<file path="src/rtl/cadc_pkg.sv">
// shared types and constants for the calorimeter adc calibration block
package cadc_pkg;

	// fixed field widths
	localparam int OP_W     = 2;
	localparam int MOD_W    = 8;
	localparam int ETA_W    = 8;
	localparam int SUB_W    = 4;
	localparam int SIM_W    = 24;
	localparam int PED_W    = 16;
	localparam int SLOPE_W  = 24;
	localparam int ENERGY_W = 25;
	localparam int STATUS_W = 3;
	localparam int CNT_W    = 16;
	localparam int SUM_W    = 40;
	localparam int ES_W     = 12;
	localparam int CHF_W    = 21;
	localparam int FRAC_SH  = 14;
	localparam int PADDR_W  = 4;
	localparam int PDATA_W  = 32;

	// opcodes
	localparam logic [OP_W-1:0] OP_LOAD  = 2'd0;
	localparam logic [OP_W-1:0] OP_HIT   = 2'd1;
	localparam logic [OP_W-1:0] OP_CLEAR = 2'd2;

	// result status codes
	localparam logic [STATUS_W-1:0] ST_CAL   = 3'd0;
	localparam logic [STATUS_W-1:0] ST_CLAMP = 3'd1;
	localparam logic [STATUS_W-1:0] ST_BAD   = 3'd2;
	localparam logic [STATUS_W-1:0] ST_SIM   = 3'd3;
	localparam logic [STATUS_W-1:0] ST_SKIP  = 3'd4;
	localparam logic [STATUS_W-1:0] ST_RANGE = 3'd5;
	localparam logic [STATUS_W-1:0] ST_DONE  = 3'd6;

	// energy source select
	localparam logic [1:0] ESEL_ZERO = 2'd0;
	localparam logic [1:0] ESEL_SIM  = 2'd1;
	localparam logic [1:0] ESEL_NEG1 = 2'd2;
	localparam logic [1:0] ESEL_QUOT = 2'd3;

	// register indexes and reset values
	localparam logic [1:0] REG_NUM_MODULES = 2'd0;
	localparam logic [1:0] REG_NUM_ETA     = 2'd1;
	localparam logic [1:0] REG_NUM_SUB     = 2'd2;
	localparam logic [1:0] REG_CALIB       = 2'd3;

	localparam logic [MOD_W-1:0] RST_NUM_MODULES = 8'd120;
	localparam logic [ETA_W-1:0] RST_NUM_ETA     = 8'd20;
	localparam logic [SUB_W-1:0] RST_NUM_SUB     = 4'd2;

	localparam logic [SLOPE_W-1:0] ENERGY_MAX = 24'hFFFFFF;

	// pending result descriptor
	typedef struct packed {
		logic [STATUS_W-1:0] status;
		logic [1:0]          esel;
		logic                ch_zero;
		logic                acc;
		logic                clr;
	} cadc_res_t;

	// controller to datapath
	typedef struct packed {
		logic      latch;
		logic      map1;
		logic      map2;
		logic      mem_wr;
		logic      mem_rd;
		logic      div_start;
		logic      res_set;
		logic      commit;
		cadc_res_t res;
	} cadc_cmd_t;

	// datapath to controller
	typedef struct packed {
		logic [OP_W-1:0] op;
		logic            range_ok;
		logic            ch_ok;
		logic            adc_neg;
		logic            sim_nz;
		logic            slope_zero;
		logic            num_pos;
		logic            div_done;
		logic            q_zero;
		logic            out_free;
	} cadc_stat_t;

endpackage

</file>
<file path="src/rtl/cadc_ctrl.sv">
// controller: sequences one item through map, store access, divide and commit
module cadc_ctrl (
	input  logic                 clk,
	input  logic                 arst_n,
	input  logic                 in_valid,
	output logic                 in_ready,
	input  logic                 calib_present,
	input  cadc_pkg::cadc_stat_t stat,
	output cadc_pkg::cadc_cmd_t  cmd
);
	import cadc_pkg::*;

	localparam logic [3:0] S_IDLE   = 4'd0;
	localparam logic [3:0] S_MAP1   = 4'd1;
	localparam logic [3:0] S_MAP2   = 4'd2;
	localparam logic [3:0] S_DECIDE = 4'd3;
	localparam logic [3:0] S_READ   = 4'd4;
	localparam logic [3:0] S_CHECK  = 4'd5;
	localparam logic [3:0] S_DIV    = 4'd6;
	localparam logic [3:0] S_FIN    = 4'd7;
	localparam logic [3:0] S_COMMIT = 4'd8;

	logic [3:0] state_q;
	logic [3:0] state_nxt;

	assign in_ready = state_q == S_IDLE;

	// next state and commands
	always_comb begin
		state_nxt = state_q;
		cmd       = '0;
		case (state_q)
			S_IDLE: begin
				if (in_valid) begin
					cmd.latch = 1'b1;
					state_nxt = S_MAP1;
				end
			end
			S_MAP1: begin
				cmd.map1  = 1'b1;
				state_nxt = S_MAP2;
			end
			S_MAP2: begin
				cmd.map2  = 1'b1;
				state_nxt = S_DECIDE;
			end
			S_DECIDE: begin
				cmd.res_set = 1'b1;
				state_nxt   = S_COMMIT;
				if (stat.op == OP_CLEAR) begin
					cmd.res = '{status: ST_DONE, esel: ESEL_ZERO, ch_zero: 1'b1,
						acc: 1'b0, clr: 1'b1};
				end else if ((stat.op != OP_LOAD && stat.op != OP_HIT) ||
					!stat.range_ok || !stat.ch_ok) begin
					cmd.res = '{status: ST_RANGE, esel: ESEL_ZERO, ch_zero: 1'b1,
						acc: 1'b0, clr: 1'b0};
				end else if (stat.op == OP_LOAD) begin
					cmd.mem_wr = 1'b1;
					cmd.res = '{status: ST_DONE, esel: ESEL_ZERO, ch_zero: 1'b0,
						acc: 1'b0, clr: 1'b0};
				end else if (!calib_present) begin
					if (stat.sim_nz) begin
						cmd.res = '{status: ST_SIM, esel: ESEL_SIM, ch_zero: 1'b0,
							acc: 1'b1, clr: 1'b0};
					end else begin
						cmd.res = '{status: ST_SKIP, esel: ESEL_ZERO, ch_zero: 1'b0,
							acc: 1'b0, clr: 1'b0};
					end
				end else if (stat.adc_neg) begin
					cmd.res = '{status: ST_SIM, esel: ESEL_SIM, ch_zero: 1'b0,
						acc: 1'b1, clr: 1'b0};
				end else begin
					cmd.res_set = 1'b0;
					cmd.mem_rd  = 1'b1;
					state_nxt   = S_READ;
				end
			end
			S_READ: begin
				state_nxt = S_CHECK;
			end
			S_CHECK: begin
				if (stat.slope_zero) begin
					cmd.res_set = 1'b1;
					cmd.res = '{status: ST_BAD, esel: ESEL_NEG1, ch_zero: 1'b0,
						acc: 1'b0, clr: 1'b0};
					state_nxt = S_COMMIT;
				end else if (!stat.num_pos) begin
					cmd.res_set = 1'b1;
					cmd.res = '{status: ST_CLAMP, esel: ESEL_ZERO, ch_zero: 1'b0,
						acc: 1'b0, clr: 1'b0};
					state_nxt = S_COMMIT;
				end else begin
					cmd.div_start = 1'b1;
					state_nxt     = S_DIV;
				end
			end
			S_DIV: begin
				if (stat.div_done) begin
					state_nxt = S_FIN;
				end
			end
			S_FIN: begin
				cmd.res_set = 1'b1;
				if (stat.q_zero) begin
					cmd.res = '{status: ST_CLAMP, esel: ESEL_ZERO, ch_zero: 1'b0,
						acc: 1'b0, clr: 1'b0};
				end else begin
					cmd.res = '{status: ST_CAL, esel: ESEL_QUOT, ch_zero: 1'b0,
						acc: 1'b1, clr: 1'b0};
				end
				state_nxt = S_COMMIT;
			end
			S_COMMIT: begin
				// wait for the result register to free up
				if (stat.out_free) begin
					cmd.commit = 1'b1;
					state_nxt  = S_IDLE;
				end
			end
			default: begin
				state_nxt = S_IDLE;
			end
		endcase
	end

	// state register
	always_ff @(posedge clk or negedge arst_n) begin
		if (!arst_n) begin
			state_q <= S_IDLE;
		end else begin
			state_q <= state_nxt;
		end
	end

endmodule

</file>
<file path="config.mk">
export PLATFORM = sky130hd
export DESIGN_NAME = cadc_ctrl
export DESIGN_NICKNAME = d
export VERILOG_FILES = /design/src/rtl/cadc_pkg.sv /design/src/rtl/cadc_ctrl.sv
export SDC_FILE = /design/constraint.sdc
export NUM_CORES = 1
export LEC_CHECK = 0
export BUFFER_PORTS_ARGS = -buffer_cell sky130_fd_sc_hd__buf_2
export CAP_MARGIN = 20
export CORE_AREA = 2 2 39 41
export CTS_CLUSTER_DIAMETER = 60
export DETAILED_ROUTE_END_ITERATION = 16
export DIE_AREA = 0 0 41 43
export PLACE_DENSITY = 0.72
export SYNTH_ARGS = -nofsm -noshare
export SYNTH_HDL_FRONTEND = slang
export SYNTH_SLANG_ARGS = --single-unit
</file>
<file path="constraint.sdc">
create_clock -name clk -period 1.85 [get_ports clk]
set_input_delay 0.0925 -clock clk [delete_from_list [all_inputs] [get_ports clk]]
set_output_delay 0.0925 -clock clk [all_outputs]
set_load 0.02 [all_outputs]
</file>
# Yosys cells after proc, flatten, opt, wreduce, memory -nomap -nowiden
# Index checks and enable logic that the tools add are counted.
[word_totals]
ff_bits = 4
input_bits = 15
output_inout_bits = 17
[op_classes]
mux = 45
eq_ne = 13
n_reduce_logical = 9
[ops]
columns = ["op", "count"]
rows = [
  ["4-bit 2-to-1 mux", 10],
  ["8-bit 2-to-1 mux", 5],
  ["4-bit one-hot mux with 9 select lines", 1],
  ["8-bit one-hot mux with 3 select lines", 1],
  ["1-bit 2-to-1 mux", 20],
  ["4-bit by 3-bit == test with 1-bit output, second input constant", 4],
  ["7-bit 2-to-1 mux", 2],
  ["6-bit 2-to-1 mux", 2],
  ["4-bit by 2-bit == test with 1-bit output, second input constant", 2],
  ["2-bit 2-to-1 mux", 3],
  ["2-bit != test, second input constant", 3],
  ["4-bit by 1-bit == test with 1-bit output, second input constant", 1],
  ["4-bit == test, second input constant", 1],
  ["4-bit zero test", 1],
  ["1-bit one-hot mux with 3 select lines", 1],
  ["3-bit AND reduction", 1],
  ["2-bit == test, second input constant", 1],
  ["1-bit zero test", 2],
  ["2-bit zero test", 1],
  ["1-bit logical OR", 2],
  ["2-bit by 1-bit != test with 1-bit output, second input constant", 1],
  ["2-bit nonzero test", 1],
  ["1-bit logical AND", 1],
]

# Longest topological paths before layout
[depth]
word_depth = 7
mapped_depth = 4

# Least setup slack after synthesis
# Ideal clock, no wire load.
[synth_timing]
path_type = "flip-flop to output port"
start = "register state_q[1]"
end = "output cmd[15] (netlist bit)"
required_ns = 1.757
slack_ns = 0.073
path_stages_with_launch = 4
arrival_time_ns = 1.684
n_path_buf = 1
path_cell_list = "dfrtp_1 > clkbuf_1 > nor4_1 > and2_1"
[synth_lines]
columns = ["item", "line", "source"]
rows = [
  ["start, declared", "cadc_ctrl.sv:23", "logic [3:0] state_q;"],
  ["start signal, assigned", "cadc_ctrl.sv:131", "state_q <= state_nxt;"],
  ["end, declared", "cadc_ctrl.sv:9", "output cadc_pkg::cadc_cmd_t cmd"],
]

==> run_results.csv <==
group,metric,value,unit
run_status,status,"finished clean",
sta,drv_slew,0,
yosys,syn_inst,65,
clock_tree,cts_sinks,4,
worst_setup_path,reg2reg_from,"state_q[1]",
sta,rsz0062_at_grt,"no",
die,die_h,43,um
pwr,leakage,0.3544,nW
sta,finalHoldViolCount,0,
clock_tree,h-tree-depth,1,
cells_and_area,utilization,0.5054,
clock_tree,cts.path.max_buffers,2,
sta,tightest_slew,0.2939,ns
clock_tree,cts_buffers,3,
yosys,synth-seq-cells,4,
worst_setup_path,cp_cell_sequence,"or3_1, o311ai_1, buf_2",
min_path,min_path_type,"in -> reg",
global_route,overflow,0,
yosys,synth.distinct_cells,35,
routing,drc,0,
global_route,antenna_found_initial,0,
sta,timing.slew.headroom,0.8040,
sta,timing.final.crit_period,1.746,ns
global_route,grt_max_degree,13,
worst_setup_path,critPathBufInv,1,
global_route,grt_util_all_layers,0.1514,
worst_setup_path,critPathSlowestCell,"or3_1",
min_path,hold_start,"stat[0]",
worst_setup_path,cp.required,1.76,ns
cells_and_area,num_antenna_cells,0,
placed_design,portBuffers,31,
routing,drtIter0Drc,2,
yosys,yosys_most_used_dff,"dfrtp_1",
yosys,syn_area,491.7,um2
cells_and_area,area_growth,42.24,%
worst_setup_path,critical-path-top-delay-family,"simple AND/OR/NAND/NOR gates",
cells_and_area,largest_reg_flops,4,
worst_setup_path,crit_cells,3,
pwr,ir_worst_vdd,687.6,uV
worst_setup_path,r2r_slack,0.47,ns
die,core_area,0.001384,mm2
clock_tree,clk_pin_slew,0.04,ns
sta,fin_tns_setup,0,ns
pwr,p_total,0.7605,mW
cells_and_area,largest_registers,"state_q x4",
worst_setup_path,cp-end-kind,"output pin",
yosys,yosysMostFrequentCell,"nor2_1",
clock_tree,root_buffer,"clkbuf_4",
pwr,p_per_area,1087,mW/mm2
min_path,hold-path-cell-count,2,
clock_tree,clock_latency,0.24,ns
worst_setup_path,r2r_end,"state_q[3]",
die,std_cell_rows,14,
yosys,yosysTopAreaCellShare,0.2036,
worst_setup_path,slowest_delay,0.50,ns
cells_and_area,fin_cells,114,
routing,avgViaCountPerCell,5.333,
yosys,synth_area_leaders,"dfrtp_1, nor2_1, nor2b_1",
die,die_x,41,um
placed_design,place_congestion,0.7233,
cells_and_area,drive_above_1_share,0.4490,
flow_run,maxCapViolations,0,
sta,final.setup_skew,0.007144,ns
yosys,avgSynthCellArea,7.565,um2
worst_setup_path,crit_fanout,9,
routing,dr.pass1.iters,4,
sta,fin_crit_sh,0.9439,
die,die-area,0.001763,mm2
yosys,ys.warnings.count,0,
cells_and_area,register_area,100.1,um2
global_route,grt_pass1_wl,1821,um
routing,postRouteAntennaNets,0,
worst_setup_path,reg2reg_depth,3,
yosys,synthTopCellsByCount,"nor2_1, nand2_1, dfrtp_1, nor2b_1",
worst_setup_path,worstSetupPathType,"reg -> out",
routing,routedWlPerCell,11.10,um
worst_setup_path,cp_data_arrival_time,1.65,ns
sta,hold_ws,0.1108,ns
yosys,seq_area_frac_synth,0.2036,
sta,setup-violations-final,0,
placed_design,dp.cells,110,
routing,wirelength,1265,um
yosys,ys_async_sr_fraction,1.000,
routing,vias,608,
yosys,syn_nets,80,
worst_setup_path,critPathLaunchType,"register",
yosys,yosysTopAreaCell,"dfrtp_1",
cells_and_area,regMostFlops,"state_q",
placed_design,dp_hpwl,995.5,um
cells_and_area,multi_input_comb_area,354.1,um2
die,initial_core_util,0.3553,
cells_and_area,num-fill-cells,146,
sta,fmax,0.5727,GHz
yosys,synth_edf_count,0,
cells_and_area,nets,115,
die,pin_count,32,
min_path,hold-path-endpoint,"state_q[3]",
clock_tree,cts_tree,"built",
global_route,first_global_vias,486,
==> placed cells by master, fill, tap and decap left out, types with 2 or more instances in the layout <==
master,count
buf_2,31
nor2_1,7
nand2_1,5
nor2b_1,4
buf_4,4
dfrtp_1,4
nor4_1,3
a21oi_1,3
nor3_1,3
clkbuf_4,3
nand2b_1,2
inv_1,2
or4_1,2
o21ai_0,2
nand3_1,2
==> power breakdown <==
| group | internal [mW] | switching [mW] | total, mW | leakage (nW) |
|---|---|---|---|---|
| combinational | 0.200 | 0.317 | 0.517 | 0.288 |
| sequential | 0.121 | 0.0145 | 0.135 | 0.0521 |
| clock | 0.0726 | 0.0357 | 0.108 | 0.0138 |
==> final cells by class <==
class / count / area share
Clock buffer: 3 / 0.03220
Inverter: 2 / 0.01073
Multi-Input combinational cell: 53 / 0.5063
Sequential cell: 4 / 0.1431
Tap cell: 16 / 0.02862
Timing Repair Buffer: 36 / 0.2791
==> what timing repair did <==
item | in CTS | in global routing
setup endpoints to repair | 0 | 0
gates resized for setup | 0 | 0
hold buffers | 1 | 0
endpoints found under the hold margin | 4 | 0
buffers inserted | 0 | 0
==> cell families after synthesis <==
kind of cell | after synthesis | synth area share
compound gates | 14 | 0.2112
buf+inv | 8 | 0.07634
flops | 4 | 0.2036
mux | 1 | 0.02036
simple gates | 38 | 0.4886
==> routing by layer <==
metal / part of all wire / vias to the layer above / track usage
met5: 0 / - / 0
met4: 0 / 0 / 0.04000
met3: 0.10 / 0 / 0.06283
met2: 0.48 / 27 / 0.2438
met1: 0.42 / 273 / 0.1765
li1: - / 308 / -
==> worst max path at each step <==
stage	from	end	slack, ns
global placement	state_q[3]	cmd[5]	0.39
floorplan	state_q[1]	cmd[15]	0.07
finish	state_q[2]	cmd[5]	0.10
global route	state_q[0]	cmd[5]	0.004
CTS	state_q[2]	cmd[5]	0.1
detailed placement	state_q[2]	cmd[5]	0.34
==> stage by stage <==
| step | setup WS (ns) | instance area [um2] |
|---|---|---|
| global placement | 0.3862 | 666.9 |
| global route | 0.003529 | 699.4 |
| detailed placement | 0.3353 | 666.9 |
| floorplan | 0.07326 | 491.7 |
| CTS | 0.09643 | 699.4 |
| finish | 0.1038 | 699.4 |
Note: power is estimated with default switching activity, not from simulation.
